--- src/hw/rtl/tct_pkg.sv ---
// Package for the touch contact id tracker: sizes, register indexes, reset values,
// sequencer states and the store write bundle. Depends on nothing.
`timescale 1ns / 1ps

package tct_pkg;

  localparam int MAX_CONTACTS = 5;
  localparam int IDX_W = (MAX_CONTACTS > 1) ? $clog2(MAX_CONTACTS) : 1;
  localparam int CNT_W = $clog2(MAX_CONTACTS + 1);
  localparam int TRY_W = $clog2(MAX_CONTACTS + 2);

  localparam int COORD_W = 11;
  localparam int ID_W    = 8;
  localparam int RAD_W   = 24;
  localparam int SQ_W    = 2 * COORD_W;
  localparam int ACC_W   = SQ_W + 1;
  localparam int CFG_IDX_W = 8;

  localparam logic [CFG_IDX_W-1:0] REG_MATCH_RADIUS_SQ = 8'd0;
  localparam logic [CFG_IDX_W-1:0] REG_MAX_CONTACT_ID  = 8'd1;

  localparam logic [RAD_W-1:0] MATCH_RADIUS_RESET = 24'd14400;
  localparam logic [ID_W-1:0]  MAX_ID_RESET       = 8'd250;

  typedef enum logic [2:0] {
    ST_IDLE,
    ST_SCAN,
    ST_DY,
    ST_CMP,
    ST_RESOLVE,
    ST_DRAW,
    ST_CHK,
    ST_WRITE
  } state_t;

  typedef struct packed {
    logic               en;
    logic [IDX_W-1:0]   idx;
    logic [ID_W-1:0]    id;
    logic [COORD_W-1:0] x;
    logic [COORD_W-1:0] y;
    logic               swap;
  } store_wr_t;

endpackage

--- src/hw/rtl/tct_sq_dist.sv ---
// Shared squared-distance unit: one absolute difference, one square and an accumulator.
// Used once per axis for each unclaimed stored contact. Depends on tct_pkg.
`timescale 1ns / 1ps

module tct_sq_dist import tct_pkg::*; (
  input  logic               clk,
  input  logic               en,
  input  logic               clear,
  input  logic [COORD_W-1:0] op_a,
  input  logic [COORD_W-1:0] op_b,
  output logic [ACC_W-1:0]   acc
);

  logic [COORD_W-1:0] diff;
  logic [SQ_W-1:0]    sq;
  logic [ACC_W-1:0]   acc_next;

  // square the absolute difference and add it to the running sum
  always_comb begin
    diff     = (op_a > op_b) ? (op_a - op_b) : (op_b - op_a);
    sq       = SQ_W'(diff) * SQ_W'(diff);
    acc_next = (clear ? '0 : acc) + ACC_W'(sq);
  end

  always_ff @(posedge clk) begin
    if (en) begin
      acc <= acc_next;
    end
  end

endmodule

--- src/hw/rtl/tct_contact_store.sv ---
// Two banks of contact entries: one holds the previous frame, the other the frame being built.
// A bank swap at frame end replaces the copy. Depends on tct_pkg.
`timescale 1ns / 1ps

module tct_contact_store import tct_pkg::*; (
  input  logic               clk,
  input  logic               rst,
  input  store_wr_t          wr,
  input  logic [IDX_W-1:0]   rd_idx,
  output logic [ID_W-1:0]    rd_id,
  output logic [COORD_W-1:0] rd_x,
  output logic [COORD_W-1:0] rd_y
);

  logic [ID_W-1:0]    ids [2][MAX_CONTACTS];
  logic [COORD_W-1:0] xs  [2][MAX_CONTACTS];
  logic [COORD_W-1:0] ys  [2][MAX_CONTACTS];
  logic               bank;

  // read the previous-frame bank
  assign rd_id = ids[bank][rd_idx];
  assign rd_x  = xs[bank][rd_idx];
  assign rd_y  = ys[bank][rd_idx];

  // write into the building bank
  always_ff @(posedge clk) begin
    if (wr.en) begin
      ids[~bank][wr.idx] <= wr.id;
      xs[~bank][wr.idx]  <= wr.x;
      ys[~bank][wr.idx]  <= wr.y;
    end
  end

  // swap roles at frame end
  always_ff @(posedge clk) begin
    if (rst) begin
      bank <= 1'b0;
    end else if (wr.swap) begin
      bank <= ~bank;
    end
  end

endmodule

--- src/hw/rtl/touch_contact_id_tracker.sv ---
// Touch contact id tracker, top level: sequencer, configuration registers and result register.
// Each point scans the stored contacts, measuring each unclaimed one and skipping claimed ones;
// if none matches, up to MAX_CONTACTS+1 fresh ids are drawn, each checked against the stored ids.
// A new point is taken only in the idle state, after the previous result is written; busy is high until then.
// An empty frame gives no result. Results are strobed for one cycle.
// Synchronous reset clears counts, claim mask, fresh counter (to one) and restores the registers.
`timescale 1ns / 1ps

module touch_contact_id_tracker import tct_pkg::*; (
  input  logic                 clk,
  input  logic                 rst,
  input  logic                 start,
  output logic                 busy,
  input  logic [COORD_W-1:0]   pos_x,
  input  logic [COORD_W-1:0]   pos_y,
  input  logic                 frame_last,
  input  logic                 frame_empty,
  output logic                 result_valid,
  output logic [ID_W-1:0]      contact_id,
  output logic [COORD_W-1:0]   out_x,
  output logic [COORD_W-1:0]   out_y,
  output logic                 out_last,
  input  logic                 cfg_valid,
  output logic                 cfg_ready,
  input  logic [CFG_IDX_W-1:0] cfg_index,
  input  logic [RAD_W-1:0]     cfg_data
);

  state_t state, state_next;

  logic [RAD_W-1:0]        match_radius_sq;
  logic [ID_W-1:0]         max_contact_id;
  logic [CNT_W-1:0]        old_count;
  logic [CNT_W-1:0]        new_count;
  logic [MAX_CONTACTS-1:0] taken_mask;
  logic [ID_W-1:0]         fresh_counter;

  logic [COORD_W-1:0] cur_x, cur_y;
  logic               cur_last;
  logic [CNT_W-1:0]   j;
  logic [IDX_W-1:0]   best;
  logic               found;
  logic [RAD_W-1:0]   best_d;
  logic [ID_W-1:0]    cand;
  logic [TRY_W-1:0]   tries;
  logic [ID_W-1:0]    res_id;

  logic [IDX_W-1:0]   rd_idx;
  logic [ID_W-1:0]    rd_id;
  logic [COORD_W-1:0] rd_x, rd_y;
  logic               unit_en, unit_clear;
  logic [COORD_W-1:0] unit_a, unit_b;
  logic [ACC_W-1:0]   acc;
  store_wr_t          wr;

  logic               scan_end;
  logic               entry_taken;
  logic               chk_clash;
  logic               tries_spent;
  logic               store_room;
  logic [ID_W:0]      fresh_inc;
  logic [ID_W-1:0]    fresh_wrap;

  assign busy      = (state != ST_IDLE);
  assign cfg_ready = 1'b1;

  // scan and search conditions
  always_comb begin
    scan_end    = (j == old_count);
    entry_taken = taken_mask[j[IDX_W-1:0]];
    chk_clash   = !scan_end && (rd_id == cand);
    tries_spent = (tries == TRY_W'(MAX_CONTACTS + 1));
    store_room  = (new_count < CNT_W'(MAX_CONTACTS));
    fresh_inc   = {1'b0, fresh_counter} + 9'd1;
    fresh_wrap  = (fresh_inc > {1'b0, max_contact_id} || fresh_inc > 9'd255) ?
                  ID_W'(1) : fresh_inc[ID_W-1:0];
  end

  // next state
  always_comb begin
    state_next = state;
    case (state)
      ST_IDLE: begin
        if (start && !frame_empty) state_next = ST_SCAN;
      end
      ST_SCAN: begin
        if (scan_end)         state_next = ST_RESOLVE;
        else if (!entry_taken) state_next = ST_DY;
      end
      ST_DY:      state_next = ST_CMP;
      ST_CMP:     state_next = ST_SCAN;
      ST_RESOLVE: state_next = found ? ST_WRITE : ST_DRAW;
      ST_DRAW:    state_next = ST_CHK;
      ST_CHK: begin
        if (scan_end)       state_next = ST_WRITE;
        else if (chk_clash) state_next = tries_spent ? ST_WRITE : ST_DRAW;
      end
      ST_WRITE:   state_next = ST_IDLE;
      default:    state_next = ST_IDLE;
    endcase
  end

  // datapath controls: read index, shared unit, store write
  always_comb begin
    rd_idx     = j[IDX_W-1:0];
    unit_en    = 1'b0;
    unit_clear = 1'b0;
    unit_a     = cur_x;
    unit_b     = rd_x;
    wr.en      = 1'b0;
    wr.idx     = new_count[IDX_W-1:0];
    wr.id      = res_id;
    wr.x       = cur_x;
    wr.y       = cur_y;
    wr.swap    = 1'b0;
    case (state)
      ST_SCAN: begin
        unit_en    = !scan_end && !entry_taken;
        unit_clear = 1'b1;
      end
      ST_DY: begin
        unit_en = 1'b1;
        unit_a  = cur_y;
        unit_b  = rd_y;
      end
      ST_RESOLVE: rd_idx = best;
      ST_WRITE: begin
        wr.en   = store_room;
        wr.swap = cur_last;
      end
      default: ;
    endcase
  end

  tct_sq_dist u_dist (
    .clk   (clk),
    .en    (unit_en),
    .clear (unit_clear),
    .op_a  (unit_a),
    .op_b  (unit_b),
    .acc   (acc)
  );

  tct_contact_store u_store (
    .clk    (clk),
    .rst    (rst),
    .wr     (wr),
    .rd_idx (rd_idx),
    .rd_id  (rd_id),
    .rd_x   (rd_x),
    .rd_y   (rd_y)
  );

  // state register
  always_ff @(posedge clk) begin
    if (rst) state <= ST_IDLE;
    else     state <= state_next;
  end

  // configuration registers
  always_ff @(posedge clk) begin
    if (rst) begin
      match_radius_sq <= MATCH_RADIUS_RESET;
      max_contact_id  <= MAX_ID_RESET;
    end else if (cfg_valid && cfg_ready) begin
      case (cfg_index)
        REG_MATCH_RADIUS_SQ: match_radius_sq <= cfg_data;
        REG_MAX_CONTACT_ID:  max_contact_id  <= cfg_data[ID_W-1:0];
        default: ;
      endcase
    end
  end

  // frame bookkeeping and fresh counter
  always_ff @(posedge clk) begin
    if (rst) begin
      old_count     <= '0;
      new_count     <= '0;
      taken_mask    <= '0;
      fresh_counter <= ID_W'(1);
    end else begin
      case (state)
        ST_IDLE: begin
          if (start && frame_empty) begin
            old_count  <= '0;
            new_count  <= '0;
            taken_mask <= '0;
          end
        end
        ST_RESOLVE: begin
          if (found) taken_mask[best] <= 1'b1;
        end
        ST_DRAW: fresh_counter <= fresh_wrap;
        ST_WRITE: begin
          if (cur_last) begin
            old_count  <= store_room ? new_count + CNT_W'(1) : new_count;
            new_count  <= '0;
            taken_mask <= '0;
          end else if (store_room) begin
            new_count <= new_count + CNT_W'(1);
          end
        end
        default: ;
      endcase
    end
  end

  // per-point working registers
  always_ff @(posedge clk) begin
    case (state)
      ST_IDLE: begin
        cur_x    <= pos_x;
        cur_y    <= pos_y;
        cur_last <= frame_last;
        j        <= '0;
        found    <= 1'b0;
        best     <= '0;
        best_d   <= match_radius_sq;
        tries    <= '0;
      end
      ST_SCAN: begin
        if (!scan_end && entry_taken) j <= j + CNT_W'(1);
      end
      ST_CMP: begin
        if (RAD_W'(acc) < best_d) begin
          best_d <= RAD_W'(acc);
          best   <= j[IDX_W-1:0];
          found  <= 1'b1;
        end
        j <= j + CNT_W'(1);
      end
      ST_RESOLVE: res_id <= rd_id;
      ST_DRAW: begin
        cand  <= fresh_counter;
        tries <= tries + TRY_W'(1);
        j     <= '0;
      end
      ST_CHK: begin
        res_id <= cand;
        if (!scan_end && !chk_clash) j <= j + CNT_W'(1);
      end
      default: ;
    endcase
  end

  // result strobe, held for one cycle
  always_ff @(posedge clk) begin
    if (rst) result_valid <= 1'b0;
    else     result_valid <= (state == ST_WRITE);
  end

  always_ff @(posedge clk) begin
    if (state == ST_WRITE) begin
      contact_id <= res_id;
      out_x      <= cur_x;
      out_y      <= cur_y;
      out_last   <= cur_last;
    end
  end

endmodule

--- config.mk ---
export PLATFORM = sky130hd
export DESIGN_NAME = touch_contact_id_tracker
export DESIGN_NICKNAME = d
export VERILOG_FILES = /design/src/hw/rtl/tct_pkg.sv /design/src/hw/rtl/tct_sq_dist.sv /design/src/hw/rtl/tct_contact_store.sv /design/src/hw/rtl/touch_contact_id_tracker.sv
export SDC_FILE = /design/constraint.sdc
export NUM_CORES = 1
export LEC_CHECK = 0
export ABC_CLOCK_PERIOD_IN_PS = 21800
export CORE_MARGIN = 5
export CORE_UTILIZATION = 50
export DETAILED_ROUTE_END_ITERATION = 8
export DONT_BUFFER_PORTS = 1
export GPL_ROUTABILITY_DRIVEN = 0
export PLACE_DENSITY = 0.63
export SLEW_MARGIN = 20
export SYNTH_ARGS = -nofsm -noshare
export SYNTH_HDL_FRONTEND = slang
export SYNTH_HIERARCHICAL = 1
export SYNTH_SLANG_ARGS = --single-unit
export TNS_END_PERCENT = 10
--- constraint.sdc ---
create_clock -name clk -period 21.8 [get_ports clk]
set_input_delay 3.27 -clock clk [delete_from_list [all_inputs] [get_ports clk]]
set_output_delay 3.27 -clock clk [all_outputs]
set_load 0.01 [all_outputs]
Word level (Yosys, flattened, before mapping). Memories as Yosys holds them, arrays and structs flattened. A register that Yosys moved wholly into a read port is not among the register bits. Cells that the tools add are included.

Bits in registers: 183. RAM bits: 300. Bits in latches: 0. Memory bits (read-only): 0. Memories kept: 3. Word-level logic and storage cells: 166.

Memory list: u_store.xs (words 2, bits a word 55, read ports 1, clocked after Yosys merged registers in 1, wr ports 1, line tct_contact_store.sv:16) `logic [COORD_W-1:0] xs [2][MAX_CONTACTS];`; u_store.ys (words 2, bits a word 55, read ports 1, clocked after Yosys merged registers in 1, wr ports 1, line tct_contact_store.sv:17) `logic [COORD_W-1:0] ys [2][MAX_CONTACTS];`; u_store.ids (words 2, bits a word 40, read ports 1, clocked after Yosys merged registers in 1, wr ports 1, line tct_contact_store.sv:15) `logic [ID_W-1:0] ids [2][MAX_CONTACTS];`.

Divide/modulo/power cells: 0. Shift operators: 0. Equality and inequality tests: 20. $mul: 1. Bitwise gates (word level): 4. Magnitude comparators: 11. Add/subtract/negate cells: 7. Reduce and logical (&&, ||, !) cells: 31. Muxes and demuxes: 65.

Operators by type and width (count): 11-bit 2-to-1 mux (8); 11-bit binary-select mux with 3-bit select (2); 55-bit 2-to-1 mux (1); 24-bit case mux with 2 select lines (1); 40-bit 2-to-1 mux (1); 3-bit 2-to-1 mux (13); 11-bit demux with 3-bit select (1); 8-bit 2-to-1 mux (4); 8-bit binary-select mux with 3-bit select (1); 8-bit demux with 3-bit select (1); 23-bit by 24-bit less-than comparator with 1-bit output (1); 24-bit 2-to-1 mux (1); 3-bit case mux with 2 select lines (4); 3-bit case mux with 8 select lines (1); 23-bit by 22-bit adder with 23-bit output (1); 23-bit 2-to-1 mux (1); 11-bit by 11-bit multiplier with 22-bit output (1); 11-bit subtractor (2); 8-bit case mux with 2 select lines (1); 3-bit equality test (second input constant) (5); 5-bit 2-to-1 mux (3); 5-bit case mux with 3 select lines (1); 2-bit != test (second input constant) (7); 1-bit 2-to-1 mux (13); other kinds (36) (64).

Logic depth before layout (Yosys ltp).
Depth in word-level cells: 12. Mapped depth: 41.

Modules after synthesis. The synthesis kept the hierarchy.

By module, submodules not included: tct_contact_store (cells each 597, area an instance 11725.0 um^2, times used 1, seq. area each 9048.7 um^2); touch_contact_id_tracker (cells each 682, area an instance 7455.9 um^2, times used 1, seq. area each 4224.1 um^2); tct_sq_dist (cells each 657, area an instance 5903.2 um^2, times used 1, seq. area each 690.7 um^2).

Worst setup path before layout. OpenSTA, ideal clock, no wires.

Path kind: reg2reg. From: register state[0]. To: register u_dist.acc[22], data pin. Stages on the path, launching flop included: 40. Slack: 11964 ps. Library setup time: 265 ps. Required time: 21535 ps. Period minus slack after synthesis: 9836 ps. Arrival time: 9572 ps. Path through: dfxtp_1 buf_4 and2b_1 nor2b_1 mux2_2 clkbuf_1 buf_2 mux4_2 nor2_1 o31ai_2 mux2_1 ha_1 buf_2 o211ai_2 a21oi_1 o41ai_2 a21oi_2 mux2i_1 [... 4 more ...] inv_1 fa_1 inv_1 fa_1 inv_1 fa_1 inv_1 fa_1 inv_1 ha_1 and3_1 a221o_1 nand2_1 o21ai_0 o41ai_1 o21ai_0 a311oi_1 xnor2_1.

Longest elaborated chain between the ends: 11. Elaborated cells between the ends (all ways): 21. Those cells by class: add/sub (3); mul (1); order compare (1); eq/ne (3); mux (12); bitwise (1).

RTL lines: from (decl) (line touch_contact_id_tracker.sv:29) `state_t state, state_next;`; from (signal assigned) (line touch_contact_id_tracker.sv:157) `else state <= state_next;`; 3-bit equality test * (line touch_contact_id_tracker.sv:116) `case (state)`; 3-bit 2-to-1 mux * (line touch_contact_id_tracker.sv:116); via rd_idx[0] (line touch_contact_id_tracker.sv:48) `logic [IDX_W-1:0] rd_idx;`; 3-bit inverter with 4-bit output (not written as such) * (line tct_contact_store.sv:23) `assign rd_y = ys[bank][rd_idx];`; 11-bit binary-select mux with 3-bit select * (line tct_contact_store.sv:23); 11-bit 2-to-1 mux (not written as such) * (2 in a row) (line tct_contact_store.sv:23); via rd_y[2] (line touch_contact_id_tracker.sv:50) `logic [COORD_W-1:0] rd_x, rd_y;`; 11-bit 2-to-1 mux * (line touch_contact_id_tracker.sv:116); via unit_b[2] (line touch_contact_id_tracker.sv:52) `logic [COORD_W-1:0] unit_a, unit_b;`; 11-bit subtractor / 11-bit greater-than comparator (equally long branches) (line tct_sq_dist.sv:20) `diff = (op_a > op_b) ? (op_a - op_b) : (op_b - op_a);`; 11-bit 2-to-1 mux * (line tct_sq_dist.sv:20); 11-bit by 11-bit multiplier with 22-bit output * (line tct_sq_dist.sv:21) `sq = SQ_W'(diff) * SQ_W'(diff);`; 23-bit by 22-bit adder with 23-bit output * (line tct_sq_dist.sv:22) `acc_next = (clear ? '0 : acc) + ACC_W'(sq);`; via u_dist.acc_next[22] (line tct_sq_dist.sv:16) `logic [ACC_W-1:0] acc_next;`; to (signal assigned) (line tct_sq_dist.sv:27) `acc <= acc_next;`; to (decl) (line tct_sq_dist.sv:11) `output logic [ACC_W-1:0] acc`.

The timed path passes the listed nets; every way through them passes the cells marked *. The select of a mux whose other input is x is not followed. A chain may end at the register's enable or synchronous reset.

Worst setup path in the final report.
From: register state[2]. To: register u_dist.acc[22], data pin.

Same word-level chain as after synthesis.

==> summary.md <==
| Metric | Value |
|---|---|
| Status | `completed` |
| Final slew viol count | `0` |
| DR vias | `14,630` |
| Clock skew | `0.0347 ns` |
| Max incr delay on CP | `0.62 ns` |
| Count of cell types in the netlist | `89` |
| Final period demand of the worst path | `11.92 ns` |
| Initial antenna violation count | `2` |
| Register area share after synthesis | `55.7%` |
| Clk sinks | `484` |
| Synth-to-Final Area Change | `10.2%` |
| CP Class | `reg -> reg` |
| Syn Nets | `2,197` |
| CP Launch Type | `flop` |
| Vias in the first global route | `14,994` |
| Post_cts resized | `0` |
| Drt total wl | `53,900 um` |
| Die Area | `54,700 um2` |
| H-tree levels | `2` |
| Main combinational cell family by area after synthesis | `adder cells` |
| Cells on Worst Hold Path | `2` |
| Simple-gate share of the synthesized area | `9.22%` |
| Finished Layout Cells | `2,655` |
| Compound-Gate Fraction of Synth Area | `6.87%` |
| Filler cell count in the final layout | `4,138` |
| Post-synthesis register bit count | `484` |
| Synth top cells by count | `427 x edfxtp_1, 213 x inv_1, 190 x nand2_1` |
| # hold bufs at CTS | `0` |
| Cell family with most CP delay | `adder cells` |
| Post-route DRC violation count | `0` |
| Share of the synthesized area in the top cell type | `51.1%` |
| I/O Buffers | `0` |
| Worst slew pin tran | `0.971 ns` |
| Synth warn | `6` |
| CP Depth | `37` |
| Hold Crit Class | `reg -> reg` |
| Worst-path fanout max | `33` |
| Max Cap Viol | `0` |
| Prevailing post-synth register cell | `edfxtp_1` |
| Dominant cells by area after synthesis | `edfxtp_1 51%, fa_1 6.9%, ha_1 5.7%` |
| Vias/cell | `5.51` |
| GRT overflow | `0` |
| Post-route clock period utilization | `54.7%` |
| Ys async rst share | `0%` |
| GRT Total Usage | `19.9%` |
| Cells after Synth | `1,936` |
| Drt first-iter violations | `848` |
| Sequential cell area | `14,000 um2` |
| Nets@finish | `2,198` |
| Syn Area/Cell | `13.0 um2` |
| Synth Area in XOR/XNOR | `1.87%` |
| Clk_lat worst skew | `0.60 ns` |
| Most frequent cell after synthesis | `edfxtp_1` |
| Hold Violations, Final | `0` |
| Core area | `49,900 um2` |
| Worst r2r path cells | `37` |
| CTS clk-pin slew, worst paths | `0.06 ns` |
| Post-CTS Setup Bufs | `0` |
| CTS Buffer Depth | `3` |
| RSZ-0062 raised after global routing | `no` |
| CTS tree | `yes` |
| CP Capture Type | `flop` |
| Detailed Place HPWL | `36,500 um` |
| ANT nets after route | `0` |
| Die W | `234 um` |
| Data required time at the worst endpoint | `22.12 ns` |
| I/O pin count | `94` |
| CP Buf/Inv Count | `7` |
| Share of cells above drive strength 1 | `16.0%` |
| Post-synth EDFFs | `427` |
| Clock root buffer | `clkbuf_16` |
| Drt first pass iters | `5` |
| Multi-input logic area | `9950 um2` |
| Syn Std Cell Area | `25,100 um2` |
| Initial Util | `50.3%` |
| Post-Synth Adder-Cell Area | `12.7%` |
| Inst Count DP | `2,554` |
| Post-synthesis mux area share | `8.71%` |
| # setup viols final | `0` |
| First-pass GRT wire length | `85,500 um` |
| Worst EP arrival | `12.24 ns` |
| Slowest CP cell | `dfxtp_1` |
| Routed wire length per instance | `20.3 um` |
| Fmax | `83.9 MHz` |
| Chip Height | `234 um` |
| Row Count | `82` |
| Post-synth top area cell | `edfxtp_1` |
| Sum Neg Setup Slack | `0 ns` |
| Num CTS Buffers | `53` |
| Largest net degree at the start of global routing | `60` |
| Normalized max-slew margin | `35.2%` |
kinds of logic (layout without fill, tap and decap cells):
| family | after synthesis | in the layout |
|---|---|---|
| other | 1 | 2 |
| muxes | 165 | 165 |
| buffers and inverters | 297 | 343 |
| and+or+nand+nor | 492 | 492 |
| AOI/OAI and AO/OA | 244 | 244 |
| DFF | 484 | 484 |
| xor gates and xnor gates | 51 | 51 |
| adders and majority gates | 202 | 202 |
cell usage in the layout, fill, tap and decap left out, types with 22 or more instances in the layout:
| cell type | netlist | final |
|---|---|---|
| mux2_2 | 104 | 104 |
| nor2_1 | 132 | 128 |
| ha_1 | 114 | 114 |
| nand2_1 | 190 | 190 |
| clkbuf_16 | 0 | 56 |
| nor2b_1 | 27 | 27 |
| buf_4 | 15 | 26 |
| nand3_1 | 22 | 22 |
| nand2b_1 | 26 | 26 |
| inv_1 | 213 | 213 |
| o22ai_1 | 34 | 34 |
| edfxtp_1 | 427 | 427 |
| o31ai_1 | 23 | 23 |
| xnor2_1 | 39 | 39 |
| fa_1 | 87 | 87 |
| a21oi_1 | 60 | 59 |
| mux4_2 | 30 | 30 |
| dfxtp_1 | 57 | 56 |
per-stage QoR:
stage | area (um2) | utilization, % | setup slack (ns) | hold WS (ns)
2_1_floorplan | 25100 | - | 11.96 | 0.403
3_3_place_gp | 25800 | 51.7 | 10.25 | 0.435
3_5_place_dp | 25800 | 51.7 | 10.01 | 0.439
4_1_cts | 27600 | 55.4 | 9.89 | 0.446
5_1_grt | 27600 | 55.4 | 9.08 | 0.465
6_report | 27600 | 55.4 | 9.88 | 0.448
cell type report:
cell class,count,share of cell area [%]
Inverter,217,2.96
Antenna cell,1,0.00905
Timing Repair Buffer,26,0.706
Multi-Input combinational cell,1155,36.0
Clock buffer,68,5.41
Sequential cell,484,50.5
Clock inverter,32,1.35
Tap cell,672,3.04
metal layers:
layer  track usage [%]  share of wire [%]  up-vias
met5                 0              0.024        -
met4              5.01                2.3        2
met3              2.87                5.1       86
met2              33.3                 48      381
met1              27.7                 44     7316
li1                  -                  -     6845
worst min-delay path: cells and delay by family (launching register included):
| kind | cells | cell delay [ns] |
|---|---|---|
| AO/OA/AOI/OAI | 1 | 0.05 |
| flip-flops | 1 | 0.31 |
| AND/OR/NAND/NOR | 1 | 0.05 |
registers in the layout (all words and copies together) (netlist names), 11 cells and up, named ones only:
signal / count
out_x: 11
best_d: 24
cur_y: 11
match_radius_sq: 24
u_store/xs: 110
out_y: 11
cur_x: 11
u_dist/acc: 23
u_store/ids: 80
u_store/ys: 110
final timing paths:
| kind | from | end | slack [ns] |
|---|---|---|---|
| max | state[2]$_SDFFE_PP0P_ | u_dist/acc[22]$_DFFE_PP_ | 9.88 |
| min | match_radius_sq[5]$_SDFFE_PP0P_ | match_radius_sq[5]$_SDFFE_PP0P_ | 0.45 |
| max reg2reg | state[2]$_SDFFE_PP0P_ | u_dist/acc[22]$_DFFE_PP_ | 9.88 |
| min reg2reg | match_radius_sq[5]$_SDFFE_PP0P_ | match_radius_sq[5]$_SDFFE_PP0P_ | 0.45 |
Power is not shown: default switching activity piles up to over one toggle a cycle in this logic, so the estimate is an artifact.
